===== config.mk =====
export PLATFORM = sky130hd
export DESIGN_NAME = fir_filter_circular_buffer_flat
export DESIGN_NICKNAME = d
export VERILOG_FILES = /design/src/rtl/core/fircb_pkg.sv /design/src/rtl/core/fircb_if.sv /design/src/rtl/core/fircb_ram.sv /design/src/rtl/core/fircb_mac.sv /design/src/rtl/core/fircb_ctrl.sv /design/src/rtl/core/fir_filter_circular_buffer.sv /design/src/flat_wrapper.sv
export SDC_FILE = /design/constraint.sdc
export NUM_CORES = 1
export LEC_CHECK = 0
export BUFFER_PORTS_ARGS = -buffer_cell sky130_fd_sc_hd__buf_2
export CORE_ASPECT_RATIO = 1.1
export CORE_MARGIN = 1.5
export CORE_UTILIZATION = 63
export CTS_CLUSTER_DIAMETER = 200
export DETAILED_ROUTE_END_ITERATION = 8
export HOLD_SLACK_MARGIN = 0.05
export PLACE_DENSITY = 0.88
export REMOVE_ABC_BUFFERS = 1
export SLEW_MARGIN = 20
export SYNTH_ARGS = -nofsm -noshare
export SYNTH_HDL_FRONTEND = slang
export SYNTH_SLANG_ARGS = --single-unit

===== constraint.sdc =====
create_clock -name clk -period 7.9 [get_ports clk]
set_clock_uncertainty 0.15 [all_clocks]
set_input_delay 2.37 -clock clk [delete_from_list [all_inputs] [get_ports clk]]
set_output_delay 2.37 -clock clk [all_outputs]
set_load 0.03 [all_outputs]

===== src/rtl/core/fircb_pkg.sv =====
// ----------------------------------------------------------------------------
// fircb_pkg
// shared sizes, types and the coefficient table of the circular-buffer fir
// ----------------------------------------------------------------------------
package fircb_pkg;

	localparam int TAPS        = 33;
	localparam int SAMPLE_BITS = 16;
	localparam int ROM_DEPTH   = 33;
	localparam int COEF_W      = 8;
	localparam int ACC_W       = 32;
	localparam int DISP_W      = 8;
	localparam int DISP_SHIFT  = 13;
	localparam int ADDR_W      = $clog2(TAPS);
	localparam int PROD_W      = SAMPLE_BITS + COEF_W;

	localparam logic [DISP_W-1:0] DISP_BIAS = DISP_W'(128);

	typedef logic signed [COEF_W-1:0] coef_t;
	typedef coef_t coef_rom_t [ROM_DEPTH];
	typedef coef_t coef_tab_t [TAPS];

	// coefficient table
	localparam coef_rom_t COEF_ROM = '{
		-8'sd1,  8'sd1,   8'sd58, -8'sd3,  -8'sd1,  8'sd13,  8'sd18, -8'sd1,
		 8'sd2, -8'sd28, -8'sd3,  -8'sd1,  -8'sd1, -8'sd75, -8'sd1,  -8'sd1,
		 8'sd5, -8'sd1,   8'sd1,   8'sd2,   8'sd1, -8'sd3,  -8'sd1,   8'sd1,
		-8'sd24, 8'sd1,  -8'sd1,   8'sd17, -8'sd1,  8'sd1,   8'sd1,   8'sd40,
		 8'sd4
	};

	// taps past the stored table get a zero coefficient
	function automatic coef_tab_t make_coef_tab();
		coef_tab_t t;
		for (int j = 0; j < TAPS; j++) begin
			t[j] = (j < ROM_DEPTH) ? COEF_ROM[j] : '0;
		end
		return t;
	endfunction

	localparam coef_tab_t COEF_TAB = make_coef_tab();

	// control from the sequencer to the multiply-accumulate unit
	typedef struct packed {
		logic  clr;
		logic  en;
		logic  dvalid;
		coef_t coef;
	} mac_ctl_t;

endpackage


===== src/rtl/core/fircb_if.sv =====
// ----------------------------------------------------------------------------
// fircb_if
// valid/ready channels for samples in and filter results out
// ----------------------------------------------------------------------------
interface fircb_sample_if;
	logic                                    valid;
	logic                                    ready;
	logic signed [fircb_pkg::SAMPLE_BITS-1:0] sample;

	modport source (output valid, output sample, input ready);
	modport sink   (input valid, input sample, output ready);
endinterface

interface fircb_result_if;
	logic                               valid;
	logic                               ready;
	logic signed [fircb_pkg::ACC_W-1:0] filtered;
	logic        [fircb_pkg::DISP_W-1:0] display_byte;

	modport source (output valid, output filtered, output display_byte, input ready);
	modport sink   (input valid, input filtered, input display_byte, output ready);
endinterface


===== src/rtl/core/fircb_ram.sv =====
// ----------------------------------------------------------------------------
// fircb_ram
// generic single-write, single-read ram with registered read data
// ----------------------------------------------------------------------------
module fircb_ram #(
	parameter int WIDTH = 16,
	parameter int DEPTH = 33
) (
	input  logic                     clk,
	input  logic                     wr_en,
	input  logic [$clog2(DEPTH)-1:0] wr_addr,
	input  logic [WIDTH-1:0]         wr_data,
	input  logic                     rd_en,
	input  logic [$clog2(DEPTH)-1:0] rd_addr,
	output logic [WIDTH-1:0]         rd_data
);

	logic [WIDTH-1:0] mem_q [DEPTH];

	always_ff @(posedge clk) begin
		if (wr_en) begin
			mem_q[wr_addr] <= wr_data;
		end
		if (rd_en) begin
			rd_data <= mem_q[rd_addr];
		end
	end

endmodule


===== src/rtl/core/fircb_mac.sv =====
// ----------------------------------------------------------------------------
// fircb_mac
// shared multiply-accumulate unit, one tap per cycle while enabled, wraps at 32 bits
// ----------------------------------------------------------------------------
module fircb_mac (
	input  logic                                    clk,
	input  logic                                    arst_n,
	input  fircb_pkg::mac_ctl_t                     ctl,
	input  logic signed [fircb_pkg::SAMPLE_BITS-1:0] data,
	output logic signed [fircb_pkg::ACC_W-1:0]       acc
);

	logic signed [fircb_pkg::PROD_W-1:0] prod;
	logic signed [fircb_pkg::ACC_W-1:0]  acc_q;

	assign prod = data * ctl.coef;
	assign acc  = acc_q;

	always_ff @(posedge clk or negedge arst_n) begin
		if (!arst_n) begin
			acc_q <= '0;
		end else if (ctl.clr) begin
			acc_q <= '0;
		end else if (ctl.en && ctl.dvalid) begin
			acc_q <= acc_q + fircb_pkg::ACC_W'(prod);
		end
	end

endmodule


===== src/rtl/core/fircb_ctrl.sv =====
// ----------------------------------------------------------------------------
// fircb_ctrl
// tap sequencer, delay-line pointers, entry valid bits and result register
// ----------------------------------------------------------------------------
module fircb_ctrl (
	input  logic                                     clk,
	input  logic                                     arst_n,
	// sample side
	input  logic                                     in_valid,
	output logic                                     in_ready,
	// delay-line ram
	output logic                                     wr_en,
	output logic [fircb_pkg::ADDR_W-1:0]             wr_addr,
	output logic                                     rd_en,
	output logic [fircb_pkg::ADDR_W-1:0]             rd_addr,
	// mac
	output fircb_pkg::mac_ctl_t                      mac_ctl,
	input  logic signed [fircb_pkg::ACC_W-1:0]       acc,
	// result side
	output logic                                     out_valid,
	input  logic                                     out_ready,
	output logic signed [fircb_pkg::ACC_W-1:0]       filtered,
	output logic [fircb_pkg::DISP_W-1:0]             display_byte
);

	typedef enum logic [1:0] {
		ST_IDLE,
		ST_RUN,
		ST_DRAIN,
		ST_FINISH
	} state_t;

	localparam logic [fircb_pkg::ADDR_W-1:0] LAST = fircb_pkg::ADDR_W'(fircb_pkg::TAPS - 1);

	state_t                              state_q;
	logic [fircb_pkg::ADDR_W-1:0]        wo_q;
	logic [fircb_pkg::ADDR_W-1:0]        rd_ptr_q;
	logic [fircb_pkg::ADDR_W-1:0]        tap_q;
	logic                                entry_vld_q [fircb_pkg::TAPS];
	logic                                mac_en_s1;
	logic                                dvalid_s1;
	fircb_pkg::coef_t                    coef_s1;
	logic                                out_valid_q;
	logic signed [fircb_pkg::ACC_W-1:0]  filtered_q;
	logic [fircb_pkg::DISP_W-1:0]        disp_q;
	logic                                accept;

	assign in_ready = (state_q == ST_IDLE);
	assign accept   = in_valid && in_ready;

	assign wr_en   = accept;
	assign wr_addr = wo_q;
	assign rd_en   = (state_q == ST_RUN);
	assign rd_addr = rd_ptr_q;

	assign mac_ctl.clr    = accept;
	assign mac_ctl.en     = mac_en_s1;
	assign mac_ctl.dvalid = dvalid_s1;
	assign mac_ctl.coef   = coef_s1;

	assign out_valid    = out_valid_q;
	assign filtered     = filtered_q;
	assign display_byte = disp_q;

	always_ff @(posedge clk or negedge arst_n) begin
		if (!arst_n) begin
			state_q     <= ST_IDLE;
			wo_q        <= '0;
			rd_ptr_q    <= '0;
			tap_q       <= '0;
			mac_en_s1   <= 1'b0;
			dvalid_s1   <= 1'b0;
			coef_s1     <= '0;
			out_valid_q <= 1'b0;
			filtered_q  <= '0;
			disp_q      <= '0;
			for (int i = 0; i < fircb_pkg::TAPS; i++) begin
				entry_vld_q[i] <= 1'b0;
			end
		end else begin
			// the finish state handles the result register itself
			if (out_valid_q && out_ready && (state_q != ST_FINISH)) begin
				out_valid_q <= 1'b0;
			end
			unique case (state_q)
				ST_IDLE: begin
					mac_en_s1 <= 1'b0;
					if (accept) begin
						entry_vld_q[wo_q] <= 1'b1;
						rd_ptr_q          <= wo_q;
						tap_q             <= '0;
						state_q           <= ST_RUN;
					end
				end
				ST_RUN: begin
					mac_en_s1 <= 1'b1;
					dvalid_s1 <= entry_vld_q[rd_ptr_q];
					coef_s1   <= fircb_pkg::COEF_TAB[tap_q];
					rd_ptr_q  <= (rd_ptr_q == LAST) ? '0 : rd_ptr_q + 1'b1;
					tap_q     <= tap_q + 1'b1;
					if (tap_q == LAST) begin
						state_q <= ST_DRAIN;
					end
				end
				ST_DRAIN: begin
					mac_en_s1 <= 1'b0;
					state_q   <= ST_FINISH;
				end
				ST_FINISH: begin
					mac_en_s1 <= 1'b0;
					if (!out_valid_q || out_ready) begin
						filtered_q  <= acc;
						disp_q      <= acc[fircb_pkg::DISP_SHIFT +: fircb_pkg::DISP_W]
							+ fircb_pkg::DISP_BIAS;
						out_valid_q <= 1'b1;
						wo_q        <= (wo_q == '0) ? LAST : wo_q - 1'b1;
						state_q     <= ST_IDLE;
					end
				end
				default: begin
					mac_en_s1 <= 1'b0;
					state_q   <= ST_IDLE;
				end
			endcase
		end
	end

endmodule


===== src/rtl/core/fir_filter_circular_buffer.sv =====
// ----------------------------------------------------------------------------
// fir_filter_circular_buffer
// 33-tap direct-form fir on a circular delay line with one shared mac
// a new sample is accepted only in the idle state; the single mac then walks all
// 33 taps through the delay-line ram read port, a drain state follows, and the
// finish state registers the result, waiting while the result channel stalls
// reset: arst_n clears the entry valid bits (delay line reads as zeros),
// the write offset and the result valid; no clearing pass is needed
// ----------------------------------------------------------------------------
module fir_filter_circular_buffer (
	input  logic                  clk,
	input  logic                  arst_n,
	fircb_sample_if.sink          sample_ch,
	fircb_result_if.source        result_ch
);

	// delay-line ram port signals
	logic                                     wr_en;
	logic [fircb_pkg::ADDR_W-1:0]             wr_addr;
	logic                                     rd_en;
	logic [fircb_pkg::ADDR_W-1:0]             rd_addr;
	logic [fircb_pkg::SAMPLE_BITS-1:0]        rd_data;

	// accumulator and its control
	fircb_pkg::mac_ctl_t                      mac_ctl;
	logic signed [fircb_pkg::ACC_W-1:0]       acc;

	// sequencer: takes the sample transaction, writes it at the write offset,
	// then walks the taps from the newest sample back and registers the result
	fircb_ctrl u_ctrl (
		.clk          (clk),
		.arst_n       (arst_n),
		.in_valid     (sample_ch.valid),
		.in_ready     (sample_ch.ready),
		.wr_en        (wr_en),
		.wr_addr      (wr_addr),
		.rd_en        (rd_en),
		.rd_addr      (rd_addr),
		.mac_ctl      (mac_ctl),
		.acc          (acc),
		.out_valid    (result_ch.valid),
		.out_ready    (result_ch.ready),
		.filtered     (result_ch.filtered),
		.display_byte (result_ch.display_byte)
	);

	// circular delay line, one entry per tap
	fircb_ram #(
		.WIDTH (fircb_pkg::SAMPLE_BITS),
		.DEPTH (fircb_pkg::TAPS)
	) u_delay (
		.clk     (clk),
		.wr_en   (wr_en),
		.wr_addr (wr_addr),
		.wr_data (sample_ch.sample),
		.rd_en   (rd_en),
		.rd_addr (rd_addr),
		.rd_data (rd_data)
	);

	// shared multiply-accumulate, fed one tap per cycle from the ram
	fircb_mac u_mac (
		.clk    (clk),
		.arst_n (arst_n),
		.ctl    (mac_ctl),
		.data   (signed'(rd_data)),
		.acc    (acc)
	);

endmodule


===== src/flat_wrapper.sv =====
// flat-port wrapper written by rule: the top's interface ports become plain ports
module fir_filter_circular_buffer_flat 
  (clk, arst_n, sample_ch_valid, sample_ch_sample, sample_ch_ready, result_ch_valid, result_ch_filtered, result_ch_display_byte, result_ch_ready);
  fircb_sample_if sample_ch_i ();
  fircb_result_if result_ch_i ();
  input  logic clk;
  input  logic arst_n;
  input wire logic [$bits(sample_ch_i.valid)-1:0] sample_ch_valid;
  input wire logic [$bits(sample_ch_i.sample)-1:0] sample_ch_sample;
  output wire logic [$bits(sample_ch_i.ready)-1:0] sample_ch_ready;
  output wire logic [$bits(result_ch_i.valid)-1:0] result_ch_valid;
  output wire logic [$bits(result_ch_i.filtered)-1:0] result_ch_filtered;
  output wire logic [$bits(result_ch_i.display_byte)-1:0] result_ch_display_byte;
  input wire logic [$bits(result_ch_i.ready)-1:0] result_ch_ready;
  assign sample_ch_i.valid = sample_ch_valid;
  assign sample_ch_i.sample = sample_ch_sample;
  assign sample_ch_ready = sample_ch_i.ready;
  assign result_ch_valid = result_ch_i.valid;
  assign result_ch_filtered = result_ch_i.filtered;
  assign result_ch_display_byte = result_ch_i.display_byte;
  assign result_ch_i.ready = result_ch_ready;
  fir_filter_circular_buffer u_core (.clk(clk), .arst_n(arst_n), .sample_ch(sample_ch_i), .result_ch(result_ch_i));
endmodule

==> results by group <==
CTS
  • CTS Root Cell: clkbuf_16
  • Max Root-Sink Buffers: 3
  • Clock Latency Late Sink: 0.62 ns
  • CTS tree: built
  • Resized Gates After CTS: 0
  • CTS buffer count: 66
  • TritonCTS Sinks: 673
  • Post-CTS Setup Bufs: 0
  • Clk slew on worst S/H paths: 0.06 ns
  • Hold_buf cts: 0
  • CTS HTree Levels: 3

Placed design
  • Placed instance area: 0.0336 mm²
  • PortBufs: 61
  • Gpl congestion: 0.880
  • Estimated wirelength of the detail-placed design: 47300 µm
  • Placed insts: 2678

Floorplanning
  • Num rows: 87
  • Die area: 0.0530 mm²
  • I/O pin cnt: 62
  • Die X: 220 µm
  • Chip Height: 241 µm
  • Initial Util: 63.5%
  • Core Area: 0.0512 mm²

Synth
  • Asr flop ratio synth: 19.2%
  • Area leader, netlist: edfxtp_1
  • Synth Warn #: 0
  • Sequential-to-total area share from yosys stat: 60.2%
  • Post-synth EDFFs: 544
  • Synthesized area: 0.0325 mm²
  • Post-Syn Instances: 1994
  • Post-synth top area share: 50.3%
  • Mean Syn Cell Area: 16.3 µm²
  • Yosys reg bits: 673
  • Synth top area cells: edfxtp_1, mux4_2, dfrtp_1
  • Top_reg_cell synth: edfxtp_1
  • Post-synthesis cell type count: 62

Timing
  • RSZ-0062 raised after global routing: false
  • Max Fclk: 0.168 GHz
  • Worst slew pin tran: 1.15 ns
  • Final min period: 5.95 ns
  • Final worst path period share: 75.3%
  • Fin Setup TNS: 0 ns
  • Final Hold Viols: 0
  • Max-slew violations: 0
  • Slew headroom: 23.1%
  • Count of final setup violators: 0

Critical path
  • Data required, critical path: 8.24 ns
  • Crit end category: flop
  • Worst path arrival time: 6.29 ns
  • Startpoint types: flop
  • Setup CP Type: reg -> reg
  • Crit path max fanout: 17

Routing
  • DRT iter0 DRCs: 2128
  • First-pass detailed-route iteration total: 6
  • DRC viols: 0
  • Vias per Instance: 6.57
  • Vias: 18391
  • Post-DR wirelength/cell: 28.0 µm
  • Routed WL: 78300 µm
  • Antenna Nets Post-Route: 0

Global route
  • Pin count of the biggest net entering global routing: 67
  • Number of global-route vias before repair: 19421
  • First-pass GRT wire length: 119000 µm
  • Total GRT Usage: 31.1%
  • Initial antenna violation count: 0
  • Total grt overflow: 0

Layout
  • Finished Layout Cells: 2800
  • Ant. Diodes: 0
  • Commonest non-fill, non-tap cell in the layout: edfxtp_1
  • Share of cells above drive strength 1: 21.7%
  • Synth-to-layout area growth: 10.2%
  • Filler cells: 3050
  • Layout Utilization: 70.0%
  • Commonest non-fill, non-tap cells in the layout: edfxtp_1, mux4_2, fa_1, inv_1, nand2_1
  • Fin nets: 2344
  • Design area: 0.0358 mm²

Run status
  • Status: complete, no violations

Hold path
  • Worst Hold Class: reg -> reg

Flow run
  • Max cap viols: 0
## state kept, by name (all words and copies together), names as in the netlist, 2 cells and up
register and flops:
u_core.u_ctrl.coef_s1 8, u_core.u_ctrl.entry_vld_q 33, u_core.u_ctrl.filtered 32, u_core.u_ctrl.rd_addr 6, u_core.u_ctrl.state_q 2, u_core.u_ctrl.tap_q 6, u_core.u_ctrl.wr_addr 6, u_core.u_delay.mem_q 528
u_core.u_delay.rd_data 16, u_core.u_mac.acc 32
## stage by stage
stage               hold WS, ns  setup slack (ns)
floorplan                 0.284             0.835
global placement          0.296              2.10
detailed placement        0.299              2.04
CTS                       0.314              2.03
global route              0.335              1.56
finish                    0.314              1.95
## cell usage after synthesis, types with 46 or more instances
cell and n:
a21oi_1 46, clkbuf_1 56, edfxtp_1 544, fa_1 160
o21ai_0 79, ha_1 84, nand2_1 135, and2_1 76
mux4_2 170, inv_1 138, dfrtp_1 129, nor2_1 83
## critical path, stage by stage, from the launching register on
cell and delay, ns:
dfrtp_1 0.71, and2_1 0.21, buf_4 0.30, inv_1 0.10, fa_1 0.49, inv_1 0.05
fa_1 0.48, fa_1 0.56, fa_1 0.41, ha_1 0.30, ha_1 0.37, o21a_1 0.17
o211ai_1 0.12, a221oi_1 0.29, a21boi_2 0.26, o21ai_2 0.09, a221oi_1 0.33, o21ai_0 0.16
a32o_1 0.28
## path summary, 6_finish.rpt
kind / start / endpoint / slack [ns] / cells after the start
max: u_core.u_ctrl.coef_s1[0] / u_core.u_mac.acc[31] / 1.95 / 18
min: u_core.u_ctrl.entry_vld_q[31] / u_core.u_ctrl.entry_vld_q[31] / 0.31 / 1
max reg2reg: u_core.u_ctrl.coef_s1[0] / u_core.u_mac.acc[31] / 1.95 / 18
min reg2reg: u_core.u_ctrl.entry_vld_q[31] / u_core.u_ctrl.entry_vld_q[31] / 0.31 / 1
max in group asynchronous: arst_n / u_core.u_ctrl.entry_vld_q[25] / 4.66 / 2
min in group asynchronous: arst_n / u_core.u_ctrl.out_valid / 1.62 / 1
## cell type report
type | count | area, µm² | share of cell area [%]
Clock buffer | 82 | 1740 | 4.86
Clock inverter | 39 | 418 | 1.17
Inverter | 140 | 526 | 1.47
Multi-Input combinational cell | 1090 | 12000 | 33.6
Sequential cell | 673 | 19600 | 54.7
Tap cell | 667 | 835 | 2.33
Timing Repair Buffer | 109 | 692 | 1.93
## routing by layer
layer	up-vias	part of all wire, %	GRT usage [%]
li1	7522	-	-
met1	9463	35	38.9
met2	1147	52	53.8
met3	259	8.4	4.70
met4	0	5.1	14.7
met5	-	0	0
## logic make-up after synthesis
family | synth area share (%)
flip-flops | 60.2
adder cells (fa/ha/maj) | 13.1
buffers and inverters | 2.94
XOR/XNOR | 0.889
AO/OA/AOI/OAI | 4.18
AND/OR/NAND/NOR | 5.71
multiplexers | 13.0
Power is left out: the tool's default activity adds up to more than one toggle a clock period on the data nets, which glitch-free logic cannot reach.
